--- src/rtl/bgr_ram.sv ---
// Generic simple dual-port RAM with a registered read port.
module bgr_ram #(
    parameter int WIDTH = 8,
    parameter int DEPTH = 256
) (
    input  logic                     i_clk,
    input  logic                     i_we,
    input  logic [$clog2(DEPTH)-1:0] i_waddr,
    input  logic [WIDTH-1:0]         i_wdata,
    input  logic                     i_re,
    input  logic [$clog2(DEPTH)-1:0] i_raddr,
    output logic [WIDTH-1:0]         o_rdata
);

    logic [WIDTH-1:0] r_mem [DEPTH];
    logic [WIDTH-1:0] r_rdata;

    // Write port and read port; the read data holds until the next read.
    always_ff @(posedge i_clk) begin
        if (i_we) begin
            r_mem[i_waddr] <= i_wdata;
        end
        if (i_re) begin
            r_rdata <= r_mem[i_raddr];
        end
    end

    assign o_rdata = r_rdata;

endmodule

--- config.mk ---
export PLATFORM = sky130hd
export DESIGN_NAME = bgr_ram
export DESIGN_NICKNAME = d
export VERILOG_FILES = /design/src/rtl/bgr_ram.sv
export SDC_FILE = /design/constraint.sdc
export NUM_CORES = 2
export LEC_CHECK = 0
export CAP_MARGIN = 5
export CELL_PAD_IN_SITES_DETAIL_PLACEMENT = 1
export CELL_PAD_IN_SITES_GLOBAL_PLACEMENT = 2
export CORE_MARGIN = 1.5
export CORE_UTILIZATION = 45
export DETAILED_ROUTE_END_ITERATION = 10
export DONT_BUFFER_PORTS = 1
export PLACE_DENSITY_LB_ADDON = 0.1
export SYNTH_ARGS = -nofsm -noshare
export SYNTH_HDL_FRONTEND = slang
export SYNTH_SLANG_ARGS = --single-unit
export TNS_END_PERCENT = 1
--- constraint.sdc ---
create_clock -name i_clk -period 2.9 [get_ports i_clk]
set_input_delay 0.58 -clock i_clk [delete_from_list [all_inputs] [get_ports i_clk]]
set_output_delay 0.58 -clock i_clk [all_outputs]
set_load 0.1 [all_outputs]
Yosys cells after proc, flatten, opt, wreduce, memory -nomap -nowiden

Memory sizes are Yosys's and may differ from the RTL's. A register that Yosys moved wholly into a read port is not among the register bits.
Cells that the tools add are included.

Bits in registers: 0
Bits in writable memories: 2048
Bits of input ports: 27
Logic and storage cells: 3
Memories: 1

Muxes and demuxes: 2

Memory list:

| name  | depth | width | rd ports | clocked after memory_dff | wr ports | line | RTL |
|---|---|---|---|---|---|---|---|
| r_mem | 256   | 8     | 1        | 1                        | 1        | 15   | `logic [WIDTH-1:0] r_mem [DEPTH];` |

Operators with widths:

| operator          | number |
|---|---|
| two-way mux 1 bit | 2 |

Longest topological paths before layout

Depth in word-level cells: 2
Depth in mapped cells: 11

Worst setup path after synthesis

Ideal clock, no wire load.

Kind: input -> register
Start point: input i_raddr[0]
End point: register r_rdata[2], in the netlist o_rdata[2], read port of r_mem, data pin
Library setup time: 0.269 ns
Arrival: 2.387 ns
Slack: 0.244 ns
Stages: 9
Buffers on the path: 4
Cell sequence: buf_6 -> buf_12 -> buf_8 -> buf_2 -> mux4_2 -> a22oi_1 -> a21oi_1 -> nor4_1 -> nor4_2

RTL lines:

| item        | line | RTL |
|---|---|---|
| from (decl) | 11   | `input logic [$clog2(DEPTH)-1:0] i_raddr,` |
| to (decl)   | 16   | `logic [WIDTH-1:0] r_rdata;` |

==> results.toml <==
[outcome]
status = "complete, but fails checks"
violations = "slew limit, setup timing"

[worst_setup_path]
reg2reg_depth = 7
cpMostUsedCell = "buf_4"
crit_path_end_kind = "flip-flop"
r2r-end = "o_rdata[6]$_DFFE_PP_"
cp-start-kind = "input pin"
crit_buf_inv = 2
cp_top_family = "multiplexers"
r2r_slack_ns = 0.07
worst_ep_required_time_ns = 3.50
critPathMaxStageDelay_ns = 1.66
crit_type = "input pin to flip-flop"
path_cells = "mux4_2, a22oi_1, a21oi_1, buf_4, nor4_1, buf_4, nor4_2"
r2r-start = "r_mem[195][6]$_DFFE_PP_"
crit_fanout = 578
cpMaxStageDelayCell = "mux4_2"
arrival_ns = 5.36

[timing]
hold_ws_ns = 0.1063
hold_viol = 0
fin_crit_ns = 4.760
finalMaxSlewViolations = 400
tightest_slew_ns = 3.411
relSlewSlack_pct = -127.4
finalClockSkew_ns = 0.02279
setup_violations = 8
max_freq_mhz = 210.1
grt_setup_unrepaired = "false"
final.setup.worst_slack_ns = -1.860
min_period_over_period_pct = 164.1

[min_path]
min_path_cells = 0
hp-class = "input pin to flip-flop"
min_to = "r_mem[246][0]$_DFFE_PP_"
min-delay-start = "i_wdata[0]"

[logic_synthesis]
synth.avg_cell_area_sq_um = 21.33
ys.flop_type = "edfxtp_1"
yosysSeqAreaShare_pct = 77.53
synth-edff-count = 2056
ys_warn_count = 0
syn-num-nets = 3760
synth-seq-cells = 2056
netlist_area_sq_um = 79640
synth_cell_types = 54
synthArstFlopShare_pct = 0
syn_inst = 3733

[place]
place.gp.congestion = 0.8167
post_dp_cell_area_sq_um = 84850
dp_hpwl_microns = 123700
post-place-cells = 6310
io_buffers = 0

[pwr]
peakVddDrop_uv = 621.2
power_leakage_nw = 29.25
powerDensity_nw_per_um2 = 666.9
power.total_mw = 61.37

[clock_tree]
clkSlewWorstSetupHoldPaths_ns = 0.06
numCtsBuffers = 210
clock_latency_ns = 0.86
clock_path_buffers = 3
tritoncts = "done"
cts_root_buf = "clkbuf_16"
htreeDepth = 4
clock-sinks = 2056

[grt]
grt_use_met3_pct = 3.978
use_met1_pct = 34.58
top_usage_layer = "met2"
grt_pass1_wl_microns = 312600
grt_start_max_net_pins = 579
antenna_found_initial = 8
grt_pass1_vias = 42170
track_usage_pct = 24.50
grtUsageMet2_pct = 40.17
grt_overflow = 0

[drt]
vias = 39870
drc_errors = 0
final_antenna_net_count = 0
drt_first_iter_violations = 4112
drt_wl_total_microns = 220700
post_drt_wl_per_cell_microns = 32.79
firstDrtPassIters = 7
via_per_inst = 5.924

[floorplan]
rows = 154
fp.dieH_microns = 423.7
die_w_microns = 423.7
coreArea_sq_um = 175900
initial_core_util_pct = 45.27
dieArea_sq_um = 179500
io_pins = 35

[flow_run]
maxCapViolCount = 0

[cells_and_area]
nNetsFinal = 4238
area_growth_pct = 15.54
final_common_cell = "edfxtp_1"
final_core_util_pct = 52.30
stdcell_count = 6731
stdcell_area_sq_um = 92010
drive_above_1_share_pct = 28.59
final_cell_mix = "edfxtp_1 (2,056), buf_4 (456), mux4_2 (454), nor2_1 (279), clkbuf_16 (211)"
## report_power, final
part | leakage [nW] | total (mW) | switching, mW | internal [mW]
Sequential | 18.5 | 32.8 | 0.0323 | 32.8
Clock | 3.20 | 25.7 | 11.3 | 14.4
Combinational | 7.57 | 2.83 | 1.62 | 1.20
## stage by stage
step | worst slack [ns] | TNS [ns]
6_report | -1.860 | -12.87
5_1_grt | 0.01375 | 0
4_1_cts | 0.09006 | 0
3_5_place_dp | -0.6404 | -2.979
3_3_place_gp | -0.6484 | -2.568
2_1_floorplan | 0.2439 | 0
## per-layer routing
metal	wire length, microns	part of all wire (%)
met1	92700	42
met2	108800	49
met3	13770	6.2
met4	5457	2.5
met5	0	0
## worst max path at each step
stage | start | to | slack, ns | cells past startpoint
global route | r_mem[211][6]$_DFFE_PP_ | o_rdata[6]$_DFFE_PP_ | 0.01 | 7
global placement | i_raddr[2] | o_rdata[6]$_DFFE_PP_ | -0.65 | 9
detailed placement | i_raddr[1] | o_rdata[6]$_DFFE_PP_ | -0.64 | 9
CTS | r_mem[211][3]$_DFFE_PP_ | o_rdata[3]$_DFFE_PP_ | 0.09 | 6
finish | i_raddr[0] | o_rdata[6]$_DFFE_PP_ | -1.86 | 7
floorplan | i_raddr[0] | o_rdata[2]$_DFFE_PP_ | 0.24 | 9
## cells in the mapped netlist, drive strengths merged (8+ instances only)
library cell | number | area [sq um]
mux2i | 134 | 1341
a22oi | 133 | 998.5
nor2 | 282 | 1059
nand2 | 33 | 123.9
nor4 | 27 | 187.7
nand2b | 8 | 50.05
a211oi | 16 | 120.1
mux4 | 456 | 10280
buf | 122 | 1032
clkbuf | 111 | 416.7
o211ai | 10 | 75.07
o21ai | 12 | 60.06
a21oi | 96 | 480.5
o221ai | 47 | 417.9
a221oi | 14 | 128.9
o22ai | 28 | 175.2
nand4 | 10 | 62.56
nand3 | 34 | 170.2
edfxtp | 2056 | 61740
nor2b | 31 | 193.9
a22o | 8 | 70.07
nor3 | 22 | 110.1
## sequential cells by signal (all words and copies together) (netlist names)
name	count
o_rdata	8
r_mem	2048
## worst register-to-register path: cells and delay by family (launching register included)
kind | cells | cell delay, ns
multiplexers | 1 | 0.54
AO/OA/AOI/OAI | 2 | 0.41
buffers and inverters | 2 | 0.44
AND/OR/NAND/NOR | 2 | 0.84
flip-flops | 1 | 0.36
## repair_timing
action / CTS / global route
endpoints found under the hold margin: 1329 / 177
setup endpoints to repair: 0 / 1
hold buffers: 17 / 12
resized for setup: 0 / 1
setup buffers: 0 / 0
## cell families after synthesis
group           share of synthesized area (%)
flops                                   77.53
mux                                     14.60
simple gates                            2.625
compound gates                          3.416
buf+inv                                 1.829
## final cells by class
type                    count  area, sq um
diodes                      8        20.02
clock buffers             251         5430
clock inverters           133         1077
fillers                 15310        83910
inverters                   2        7.507
multi-input cells        1442        16480
flip-flops and latches   2056        61740
well taps                2340         2928
repair buffers            499         4337
Note: power is estimated with default switching activity, not from simulation.
