--- config.mk ---
export PLATFORM = sky130hd
export DESIGN_NAME = bgr_out
export DESIGN_NICKNAME = d
export VERILOG_FILES = /design/src/rtl/bgr_pkg.sv /design/src/rtl/bgr_out.sv
export SDC_FILE = /design/constraint.sdc
export NUM_CORES = 1
export LEC_CHECK = 0
export BUFFER_PORTS_ARGS = -buffer_cell sky130_fd_sc_hd__clkbuf_2
export CAP_MARGIN = 10
export CELL_PAD_IN_SITES_DETAIL_PLACEMENT = 1
export CELL_PAD_IN_SITES_GLOBAL_PLACEMENT = 1
export CORE_UTILIZATION = 30
export DETAILED_ROUTE_END_ITERATION = 16
export PLACE_DENSITY_LB_ADDON = 0.1
export SYNTH_ARGS = -nofsm -noshare
export SYNTH_HDL_FRONTEND = slang
export SYNTH_SLANG_ARGS = --single-unit
--- constraint.sdc ---
create_clock -name i_clk -period 4.3 [get_ports i_clk]
set_input_delay 0.43 -clock i_clk [delete_from_list [all_inputs] [get_ports i_clk]]
set_output_delay 0.43 -clock i_clk [all_outputs]
set_load 0.05 [all_outputs]
--- src/rtl/bgr_pkg.sv ---
// Shared types, constants and helpers for the bitmap glyph rasterizer.
package bgr_pkg;

    // Font geometry and store sizes.
    localparam int CHAR_COUNT  = 256;
    localparam int MAX_ROWS    = 16;
    localparam int MAX_COLS    = 16;
    localparam int CHAR_W      = 8;
    localparam int ROW_W       = 4;
    localparam int GLYPH_DEPTH = CHAR_COUNT * MAX_ROWS;
    localparam int GLYPH_W     = 16;
    localparam int ADV_W       = 8;

    // Coordinates are 13-bit signed; arithmetic on them is done at 15 bits.
    localparam int COORD_W = 13;
    localparam int WIDE_W  = 15;
    localparam logic signed [WIDE_W-1:0] COORD_MAX = 15'sd4095;
    localparam logic signed [WIDE_W-1:0] COORD_MIN = -15'sd4096;

    // Stream data widths, padded to whole bytes.
    localparam int S_TDATA_W = 64;
    localparam int M_TDATA_W = 56;

    localparam logic [CHAR_W-1:0] NEWLINE_CODE = 8'd10;

    // Input item kinds, carried in tuser.
    typedef enum logic [1:0] {
        KIND_LOAD_WIDTH = 2'd0,
        KIND_LOAD_ROW   = 2'd1,
        KIND_SET_PEN    = 2'd2,
        KIND_DRAW       = 2'd3
    } t_kind;

    // Configuration register indexes.
    typedef enum logic [2:0] {
        REG_FONT_HEIGHT    = 3'd0,
        REG_MAX_GLYPH_W    = 3'd1,
        REG_CLIP_LEFT      = 3'd2,
        REG_CLIP_TOP       = 3'd3,
        REG_CLIP_WIDTH     = 3'd4,
        REG_CLIP_HEIGHT    = 3'd5,
        REG_SURFACE_WIDTH  = 3'd6,
        REG_SURFACE_HEIGHT = 3'd7
    } t_reg_idx;

    // Per-row control handed from the row sequencer to the output stage.
    typedef struct packed {
        logic                      ok;
        logic                      last;
        logic signed [COORD_W-1:0] y;
    } t_row_ctl;

    // Clamp a widened coordinate to the 13-bit signed range.
    function automatic logic signed [COORD_W-1:0] sat_coord(
        input logic signed [WIDE_W-1:0] v
    );
        logic signed [WIDE_W-1:0] c;
        c = v;
        if (v > COORD_MAX) c = COORD_MAX;
        if (v < COORD_MIN) c = COORD_MIN;
        return c[COORD_W-1:0];
    endfunction

endpackage

--- src/rtl/bgr_out.sv ---
// Output stage: masks a glyph row and holds the result beat for the consumer.
module bgr_out (
    input  logic                               i_clk,
    input  logic                               i_rst_n,
    input  logic                               i_pend,
    input  bgr_pkg::t_row_ctl                  i_ctl,
    input  logic [bgr_pkg::GLYPH_W-1:0]        i_bits,
    input  logic [bgr_pkg::MAX_COLS-1:0]       i_colmask,
    input  logic signed [bgr_pkg::COORD_W-1:0] i_span_x,
    input  logic [7:0]                         i_color,
    input  logic                               i_ready,
    output logic                               o_load,
    output logic                               o_valid,
    output logic [bgr_pkg::M_TDATA_W-1:0]      o_data,
    output logic                               o_last
);
    import bgr_pkg::*;

    logic                  r_valid;
    logic [M_TDATA_W-1:0]  r_data;
    logic                  r_last;
    logic [GLYPH_W-1:0]    mask;

    // A pending row moves in whenever the register is empty or being drained.
    assign o_load = i_pend && (!r_valid || i_ready);
    assign mask   = i_ctl.ok ? (i_bits & i_colmask) : '0;

    always_ff @(posedge i_clk) begin
        if (!i_rst_n) begin
            r_valid <= 1'b0;
        end else if (o_load) begin
            r_valid <= 1'b1;
        end else if (i_ready) begin
            r_valid <= 1'b0;
        end
    end

    // Payload: row_y, span_x, pixel_mask, pixel_color from the lowest bit up.
    always_ff @(posedge i_clk) begin
        if (o_load) begin
            r_data <= {6'd0, i_color, mask, i_span_x, i_ctl.y};
            r_last <= i_ctl.last;
        end
    end

    assign o_valid = r_valid;
    assign o_data  = r_data;
    assign o_last  = r_last;

endmodule

=== Word level (Yosys, flattened, before mapping) ===
Index checks and enable logic that the tools add are counted.

* Register bits: 52
* Input bits: 72
* Output and inout port bits: 59

* Muxes and demuxes: 2
* Bitwise operators: 1
* Reduce and logical (&&, ||, !) cells: 4

{| class="wikitable"
|+ Operators with widths
! operator !! count
|-
| $and A16 B16 Y16 || 1
|-
| $mux W1 || 2
|-
| $reduce_bool A2 Y1 || 1
|-
| $logic_and A1 B1 Y1 || 1
|-
| $logic_not A1 Y1 || 1
|-
| $logic_or A1 B1 Y1 || 1
|}

=== Logic depth before layout (Yosys ltp) ===
Gate-level depths: netlist (run 1).

* Depth in word-level cells: 4
* Mapped depth: 2
* Gate-level depth less buffers: 2

=== Worst setup path before layout (run 1) ===
No wires, ideal clock.

* Path kind: reg-to-reg
* Start: register r_valid, in the netlist o_valid
* End: register r_data[0], in the netlist o_data[0], enable pin
* Library setup time: 497 ps
* Data arrival time: 3602 ps
* Setup slack: 201 ps
* Stages on the path, launching flop included: 3
* Buffers on the path: 0
* Period minus slack after synthesis: 4099 ps
* Cell sequence: dfxtp_1 nor2b_1 nor2b_1

* Longest elaborated chain between the ends: 3

{| class="wikitable"
|+ Ends and longest elaborated chain
! what !! RTL line !! RTL
|-
| from (decl) || bgr_out.sv:19 || <nowiki>logic r_valid;</nowiki>
|-
| from (signal assigned) || bgr_out.sv:30 || <nowiki>r_valid <= 1'b0;</nowiki>
|-
| from (signal assigned) || bgr_out.sv:32 || <nowiki>r_valid <= 1'b1;</nowiki>
|-
| from (signal assigned) || bgr_out.sv:34 || <nowiki>r_valid <= 1'b0;</nowiki>
|-
| $logic_not A1 Y1 || bgr_out.sv:25 || <nowiki>assign o_load = i_pend && (!r_valid || i_ready);</nowiki>
|-
| $logic_or A1 B1 Y1 || bgr_out.sv:25 ||
|-
| $logic_and A1 B1 Y1 || bgr_out.sv:25 ||
|-
| named net o_load || bgr_out.sv:12 || <nowiki>output logic o_load,</nowiki>
|-
| to (signal assigned) || bgr_out.sv:41 || <nowiki>r_data <= {6'd0, i_color, mask, i_span_x, i_ctl.y};</nowiki>
|-
| to (decl) || bgr_out.sv:20 || <nowiki>logic [M_TDATA_W-1:0] r_data;</nowiki>
|}

The timed path passes the listed nets, and every way through them passes these cells.
A chain may end at the register's enable or synchronous reset.

=== Worst setup path after layout (run 1) ===
* Start: register r_valid, in the netlist o_valid
* End: output o_load

* Longest elaborated chain between the ends: 3

{| class="wikitable"
|+ Ends and longest elaborated chain
! what !! RTL line
|-
| $logic_not A1 Y1 || bgr_out.sv:25
|-
| $logic_or A1 B1 Y1 || bgr_out.sv:25
|-
| $logic_and A1 B1 Y1 || bgr_out.sv:25
|-
| to (decl) || bgr_out.sv:12
|}

Every way passes these cells.

==> results by group, run 1 <==
Place
  • PortBufs: 124
  • Placed wire-length estimate: 3080 um
  • Pre-CTS setup slack: 2.24 ns
  • Placer Congestion: 0.649
  • Placed cell count: 274

Floorplanning
  • Die Span Y: 78.1 um
  • Die Wd: 78.1 um
  • Num ports: 131
  • Initial Util: 31.4%
  • Core ar.: 5540 um^2
  • Cell row count: 27
  • Die area: 6110 um^2

Worst setup path
  • Setup CP Type: register to primary output
  • Crit Reg-Reg Startpoint: o_valid
  • Crit path capture type: primary output
  • Crit. Startpoint: o_valid
  • CP endpoint: o_load
  • Startpoint type of the worst setup path: register
  • Crit-path max cell delay: 0.51 ns
  • Crit Reg-Reg Endpoint: o_data[46]
  • R2R depth: 3
  • Worst-path fanout max: 52
  • CP cell instances: nor2b_1, nor2b_4, buf_4, clkbuf_2
  • Slowest CP cell: buf_4
  • CP arrival: 1.79 ns
  • Worst EP required: 3.87 ns
  • Reg-to-reg slack, setup: 2.82 ns

STA
  • Sum Neg Setup Slack: 0 ns
  • Setup Skew: 0.00636 ns
  • Fin crit period: 2.22 ns
  • Slew HR: 57.9%
  • RSZ-0062 raised after global routing: no
  • # setup viols final: 0
  • Fin crit share: 51.6%
  • Final worst slack: 2.08 ns
  • Final hold vios: 0
  • Highest Clock Rate: 451 MHz
  • Final Max Slew Viols: 0
  • Worst-Margin Slew: 0.632 ns

Drt
  • Detailed Route Iter0 Violations: 43
  • Via-to-Cell Ratio: 4.22
  • Antenna viol nets, final: 0
  • Via Count: 1,191
  • Total wire length: 3820 um
  • Initial DRT Pass Iterations: 4
  • WL/cell: 13.6 um
  • DRC errors left: 0

Status
  • Outcome: finished clean

Power
  • Switching Share: 29.3%
  • Clock power share: 25.3%
  • Leak Pwr: 0.00119 uW
  • Power Density: 423 nW/um^2
  • Switching power: 312 uW
  • Gate power share: 18.4%
  • Int Pwr: 753 uW
  • VDD IR max: 0.149 mV
  • Sequential share of power: 56.3%
  • Tot Pwr: 1060 uW

Synth
  • Post-synth top area cell: edfxtp_1
  • Mean Syn Cell Area: 22.0 um^2
  • Syn Inst Count: 79
  • YS warnings: 0
  • Synth area leaders: edfxtp_1, and3_1, and3_2
  • Yosys top cell area share: 88.1%
  • Seq/Total Area, Yosys: 89.2%
  • Netlist cell types: 9
  • Yosys reg bits: 52
  • Post-Syn Area: 1740 um^2

Global routing
  • Grt ovf: 0
  • First-pass GRT wire length: 5650 um
  • Largest net degree at the start of global routing: 53
  • Initial antenna violation count: 0
  • Tot GR Track Use: 12.6%
  • Number of global-route vias before repair: 1,206

Clock tree
  • Post-cts repair resize count: 0
  • CTS Buffer Depth: 2
  • Clk slew on worst S/H paths: 0.09 ns
  • Clock root cell: clkbuf_8
  • Hold buffer count at CTS: 0
  • Clk sink count: 52
  • CTS Buf Count: 5
  • H-Tree Depth: 2
  • Post-CTS Setup Inserts: 0
  • CTS tree: yes
  • Worst-Skew Late Latency: 0.29 ns

Layout
  • Post-Layout Cell Count: 282
  • Area Growth Syn to Fin: 44.9%
  • Final core occ: 45.5%
  • Layout cells sized above 1: 66.7%
  • Ant. Diodes: 0
  • Nets: 281

Run
  • Number of max-cap violations: 0

Min path
  • Hold Path Class: primary input to register
routing by layer:
layer	global-route usage [%]	routed length (um)	part of all wire, %	up-vias
li1	-	-	-	550
met1	12.4	1330	35	556
met2	23.2	2020	53	83
met3	5.70	442	12	2
met4	4.44	29	0.76	0
met5	0	0	0	-
state kept, by name, summed over array words and instances (netlist names):
name and count:
o_valid 1, o_last 1, o_data 50
cell usage in the layout, fill, tap and decap left out, drive strengths merged:
master	count
and3	16
buf	1
clkbuf	129
clkinv	1
clkinvlp	2
conb	6
dfxtp	1
edfxtp	51
nor2b	2
o21a	1
cells in the mapped netlist:
library cell	count
conb_1	1
edfxtp_1	51
dfxtp_1	1
and3_1	10
and3_2	6
o21a_1	1
nor2b_1	2
buf_6	1
buf_4	6
layout make-up:
class                      count  area (um^2)
fill                         618         3020
sequential                    52         1550
timing repair buffer         125          628
multi-input combinational     25          158
tap                           72         90.1
clock buffer                   5         68.8
clock inverter                 3         23.8
how the worst min path moves through the flow:
| stage | depth (start not counted) | slack (ns) | end | startpoint |
|---|---|---|---|---|
| 6_report | 1 | 0.30 | o_data[15] | i_span_x[2] |
| 3_5_place_dp | 1 | 0.61 | o_data[5] | i_ctl[5] |
| 5_1_grt | 1 | 0.28 | o_data[24] | i_span_x[11] |
| 2_1_floorplan | 0 | 0.53 | o_data[0] | i_ctl[0] |
| 3_3_place_gp | 1 | 0.61 | o_data[6] | i_ctl[6] |
| 4_1_cts | 1 | 0.29 | o_data[15] | i_span_x[2] |
power groups by stage:
| stage | registers, uW | clock network, uW | logic, uW |
|---|---|---|---|
| finish | 599 | 269 | 196 |
| CTS | 600 | 282 | 198 |
| floorplan | 718 | 0 | 33.4 |
| global route | 603 | 300 | 206 |
| global placement | 610 | 0 | 196 |
| detailed placement | 612 | 0 | 198 |
worst max-delay path, delay by kind of cell, from the launching register on:
family        cells  cell delay (ns)
buf+inv           2             0.90
flops             1             0.32
simple gates      2             0.26
metrics by stage:
stage	hold slack, ns	instance area, um^2
6_report	0.302	2520
5_1_grt	0.280	2520
4_1_cts	0.290	2520
3_5_place_dp	0.609	2430
3_3_place_gp	0.609	2430
2_1_floorplan	0.529	1760
logic make-up after synthesis:
group	Yosys count	share of synthesized area (%)
flops	52	89.2
simple gates	18	6.91
compound gates	1	0.432
other cells	1	0.216
buf+inv	7	3.24
No activity file was read; power rests on OpenSTA's default activity.
==> inputs of run 2 (changes only) <==
- CORE_UTILIZATION: 30 -> 27
- clock period: 4.3 -> 1.9 ns (I/O delays scaled with it)
==> run 2 against run 1 <==
  * Sequential share of layout area shrank 0.88 points
  * Clock-buffer cell count is the same
  * Flip-flop and latch count is the same
  * Wire length grew 4.3%
  * Power grew 130%
  * Critical path depth is the same
  * Worst hold slack lost 0.25 ns
  * Clock skew grew 0.0024 ns
  * Sequential power grew 130%
  * Highest routed layer unchanged
==> results by group, run 2 (synthesis gave the netlist of run 1 again) <==
Drt
  • Initial DRT Pass Iterations: 3
  • Via-to-Cell Ratio: 4.06
  • DRC errors left: 0
  • WL/cell: 14.0 um
  • Total wire length: 3990 um
  • Detailed Route Iter0 Violations: 29
  • Via Count: 1,158
  • Antenna viol nets, final: 0

Floorplanning
  • Die Span Y: 82.3 um
  • Initial Util: 28.7%
  • Cell row count: 28
  • Num ports: 131
  • Die area: 6770 um^2
  • Die Wd: 82.3 um
  • Core ar.: 6060 um^2

Clock tree
  • CTS Buffer Depth: 2
  • Hold buffer count at CTS: 0
  • CTS Buf Count: 5
  • H-Tree Depth: 2
  • Clk sink count: 52
  • Post-cts repair resize count: 0
  • Post-CTS Setup Inserts: 0
  • Clk slew on worst S/H paths: 0.10 ns
  • Worst-Skew Late Latency: 0.30 ns
  • CTS tree: yes
  • Clock root cell: clkbuf_8

Global routing
  • Largest net degree at the start of global routing: 53
  • Tot GR Track Use: 11.7%
  • Initial antenna violation count: 0
  • Number of global-route vias before repair: 1,171
  • Grt ovf: 0
  • First-pass GRT wire length: 5600 um

Min path
  • Hold Path Class: primary input to register
  • Worst hold start: i_span_x[11]

Worst setup path
  • Worst EP required: 1.71 ns
  • Crit Reg-Reg Startpoint: o_valid
  • Crit path capture type: primary output
  • Reg-to-reg slack, setup: 0.69 ns
  • Worst-path fanout max: 52
  • Crit. Startpoint: o_valid
  • Setup CP Type: register to primary output
  • Startpoint type of the worst setup path: register
  • CP arrival: 1.36 ns

Layout
  • Area Growth Syn to Fin: 47.3%
  • Commonest non-fill, non-tap cell in the layout: clkbuf_2
  • Multi-input gate area: 165 um^2
  • Final core occ: 42.3%
  • Layout cells sized above 1: 67.6%
  • Nets: 281
  • Ant. Diodes: 0
  • Most frequent cells in the layout: clkbuf_2, edfxtp_1, and3_1, and3_2, conb_1
  • Fillers: 660
  • Post-Layout Cell Count: 285
  • Max reg flops: 50
  • Flip-flop and latch area: 1560 um^2

STA
  • Fin crit share: 81.3%
  • Fin crit period: 1.55 ns
  • RSZ-0062 raised after global routing: no
  • # setup viols final: 0
  • Final hold vios: 0
  • Setup Skew: 0.00876 ns
  • Highest Clock Rate: 647 MHz
  • Final Max Slew Viols: 0

Place
  • Placed wire-length estimate: 3130 um
  • Placed cell count: 277
  • PortBufs: 124
  • Placer Congestion: 0.640

Run
  • Number of max-cap violations: 0

Power
  • Leak Pwr: 0.00120 uW
  • Power Density: 951 nW/um^2
  • VDD IR max: 0.280 mV

Status
  • Outcome: finished clean
[run 2: cell count changes in the layout (fill, tap and decap cells not counted), sizes merged]
| cell | change |
|---|---|
| clkbuf | -1 |
| buf | +1 |
[run 2: path summary, 6_finish.rpt]
check / end / cells after the start
worst max-delay path: o_load / 4
worst min-delay path: o_data[24] / 1
worst max register to register: o_data[46] / 3
worst min register to register: o_valid / 2
[run 2: routing by layer]
| layer | up-vias | global-route usage (%) | routed length (um) |
|---|---|---|---|
| li1 | 552 | - | - |
| met1 | 513 | 12.0 | 1430 |
| met2 | 89 | 20.7 | 2050 |
| met3 | 4 | 4.84 | 460 |
| met4 | 0 | 5.44 | 46 |
| met5 | - | 0 | 0 |
[run 2: where the power goes]
part	switching, uW	total [uW]	leakage, uW	internal [uW]
sequential	17.7	1360	0.000507	1340
clock	364	625	0.0000404	261
combinational	343	457	0.000653	114
total	725	2440	0.00120	1710
[run 2: worst max-delay path: stages (launching register included)]
cell and delay (ns):
dfxtp_4 0.35, nor2b_4 0.13, nor2b_4 0.12, buf_12 0.27
buf_12 0.18
[run 2: area by class of cell]
cell class	count	area share [%]
clock inverter	3	0.928
clock buffer	5	2.69
tap	75	3.66
timing repair buffer	125	25.6
sequential	52	60.7
multi-input combinational	25	6.45
[run 2: metrics by stage]
step	worst slack, ns	TNS, ns	instance area (um^2)	power [uW]	hold slack (ns)
2_1_floorplan	-0.0339	-1.73	1780	1700	0.289
3_3_place_gp	0.688	0	2470	1830	0.368
3_5_place_dp	0.667	0	2470	1850	0.369
4_1_cts	0.310	0	2560	2480	0.0431
5_1_grt	0.270	0	2560	2540	0.0379
6_report	0.355	0	2560	2440	0.0567
==> inputs of run 3 (changes only) <==
- CORE_UTILIZATION: 27 -> 30
- clock period: 1.9 -> 1.5 ns (I/O delays scaled with it)
==> run 3 against run 2 <==
  * Via count up 3.4%
  * Core utilization up 5.1 points
  * Power up 31%
  * Critical path depth unchanged
  * Final cell count down 0.35%
  * Flip-flop and latch count unchanged
  * Clock skew down 0.0063 ns
  * First-iteration DRC count down 48%
  * Clock power up 40%
  * Clock-buffer cell count unchanged
  * Sequential share of layout area down 1.4 points
  * Largest cell class unchanged
  * Largest power group unchanged
  * Highest routed layer unchanged
==> results by group, run 3 (synthesis gave the netlist of run 1 again) <==
Layout
  • Area Growth Syn to Fin: 50.9%
  • Max reg flops: 50
  • Most frequent cells in the layout: clkbuf_2, edfxtp_1, and3_1, and3_2, conb_1
  • Commonest non-fill, non-tap cell in the layout: clkbuf_2
  • Ant. Diodes: 0
  • Layout cells sized above 1: 67.9%
  • Final core occ: 47.4%
  • Nets: 285
  • Fillers: 619
  • Post-Layout Cell Count: 284

Drt
  • Total wire length: 3830 um
  • Antenna viol nets, final: 0
  • Detailed Route Iter0 Violations: 15
  • Via Count: 1,197
  • Via-to-Cell Ratio: 4.21
  • Initial DRT Pass Iterations: 4
  • DRC errors left: 0
  • WL/cell: 13.5 um

Global routing
  • Tot GR Track Use: 12.6%
  • Number of global-route vias before repair: 1,175
  • First-pass GRT wire length: 5640 um
  • Largest net degree at the start of global routing: 29
  • Grt ovf: 0
  • Initial antenna violation count: 0

Power
  • Tot Pwr: 3190 uW
  • VDD IR max: 0.384 mV
  • Leak Pwr: 0.00124 uW
  • Power Density: 1220 nW/um^2

Clock tree
  • CTS Buf Count: 5
  • Clk slew on worst S/H paths: 0.08 ns
  • Clk sink count: 52
  • Post-cts repair resize count: 0
  • CTS tree: yes
  • Worst-Skew Late Latency: 0.29 ns
  • Hold buffer count at CTS: 0
  • Clock root cell: clkbuf_8
  • Post-CTS Setup Inserts: 0
  • H-Tree Depth: 2
  • CTS Buffer Depth: 2

STA
  • Fin crit period: 1.38 ns
  • Final Max Slew Viols: 0
  • Highest Clock Rate: 725 MHz
  • # setup viols final: 0
  • Final hold vios: 0
  • Final worst slack: 0.121 ns
  • Setup Skew: 0.00245 ns
  • Hold slack: 0.0278 ns
  • RSZ-0062 raised after global routing: no
  • Fin crit share: 92.0%

Run
  • Number of max-cap violations: 0

Floorplanning
  • Core ar.: 5540 um^2
  • Cell row count: 27
  • Die Wd: 78.1 um
  • Initial Util: 31.4%
  • Die area: 6110 um^2
  • Num ports: 131
  • Die Span Y: 78.1 um

Worst setup path
  • Crit Reg-Reg Startpoint: o_valid
  • Crit. Startpoint: o_valid
  • CP arrival: 1.23 ns
  • Setup CP Type: register to primary output
  • Startpoint type of the worst setup path: register
  • Worst EP required: 1.35 ns
  • Worst-path fanout max: 14
  • Crit path capture type: primary output

Place
  • Placed cell count: 275
  • Placer Congestion: 0.643
  • PortBufs: 124
  • Pre-CTS setup slack: 0.350 ns

Min path
  • Hold Path Class: primary input to register
  • Worst hold start: i_span_x[10]

Status
  • Outcome: finished clean
## run 3: layout make-up
| class | instances | area, um^2 | area share [%] |
|---|---|---|---|
| Multi-Input combinational cell | 25 | 165 | 6.29 |
| Timing Repair Buffer | 129 | 716 | 27.3 |
| Sequential cell | 52 | 1560 | 59.2 |
| Tap cell | 72 | 90.1 | 3.43 |
| Clock buffer | 5 | 68.8 | 2.62 |
| Clock inverter | 1 | 30.0 | 1.14 |
## run 3: final timing paths
check             depth (start not counted)  slack (ns)          to
setup reg to reg                          4        0.28  o_data[15]
hold reg to reg                           2        0.64     o_valid
setup / recovery                          4        0.12      o_load
hold / removal                            1        0.03  o_data[23]
## run 3: worst max-delay path, cell delays in order (launching register included)
cell     delay [ns]
dfxtp_4        0.34
nor2b_4        0.13
nor2b_4        0.15
buf_12         0.17
buf_12         0.14
## run 3: report_power, final
group	leakage [uW]	total, uW	internal [uW]	switching [uW]
logic	0.000684	602	163	439
clock network	0.0000501	877	479	398
registers	0.000507	1720	1690	22.2
total	0.00124	3190	2340	859
## run 3: routing by layer
metal | vias to the layer above | wire (um) | track usage, %
li1 | 557 | - | -
met1 | 546 | 1490 | 13.9
met2 | 87 | 1870 | 21.3
met3 | 7 | 409 | 5.23
met4 | 0 | 61 | 5.56
met5 | - | 0 | 0
## run 3: per-stage QoR
stage / area (um^2) / TNS [ns]
after floorplan: 1780 / -22.31
after global placement: 2490 / 0
after detailed placement: 2490 / 0
after CTS: 2580 / 0
after global routing: 2630 / 0
final: 2630 / 0
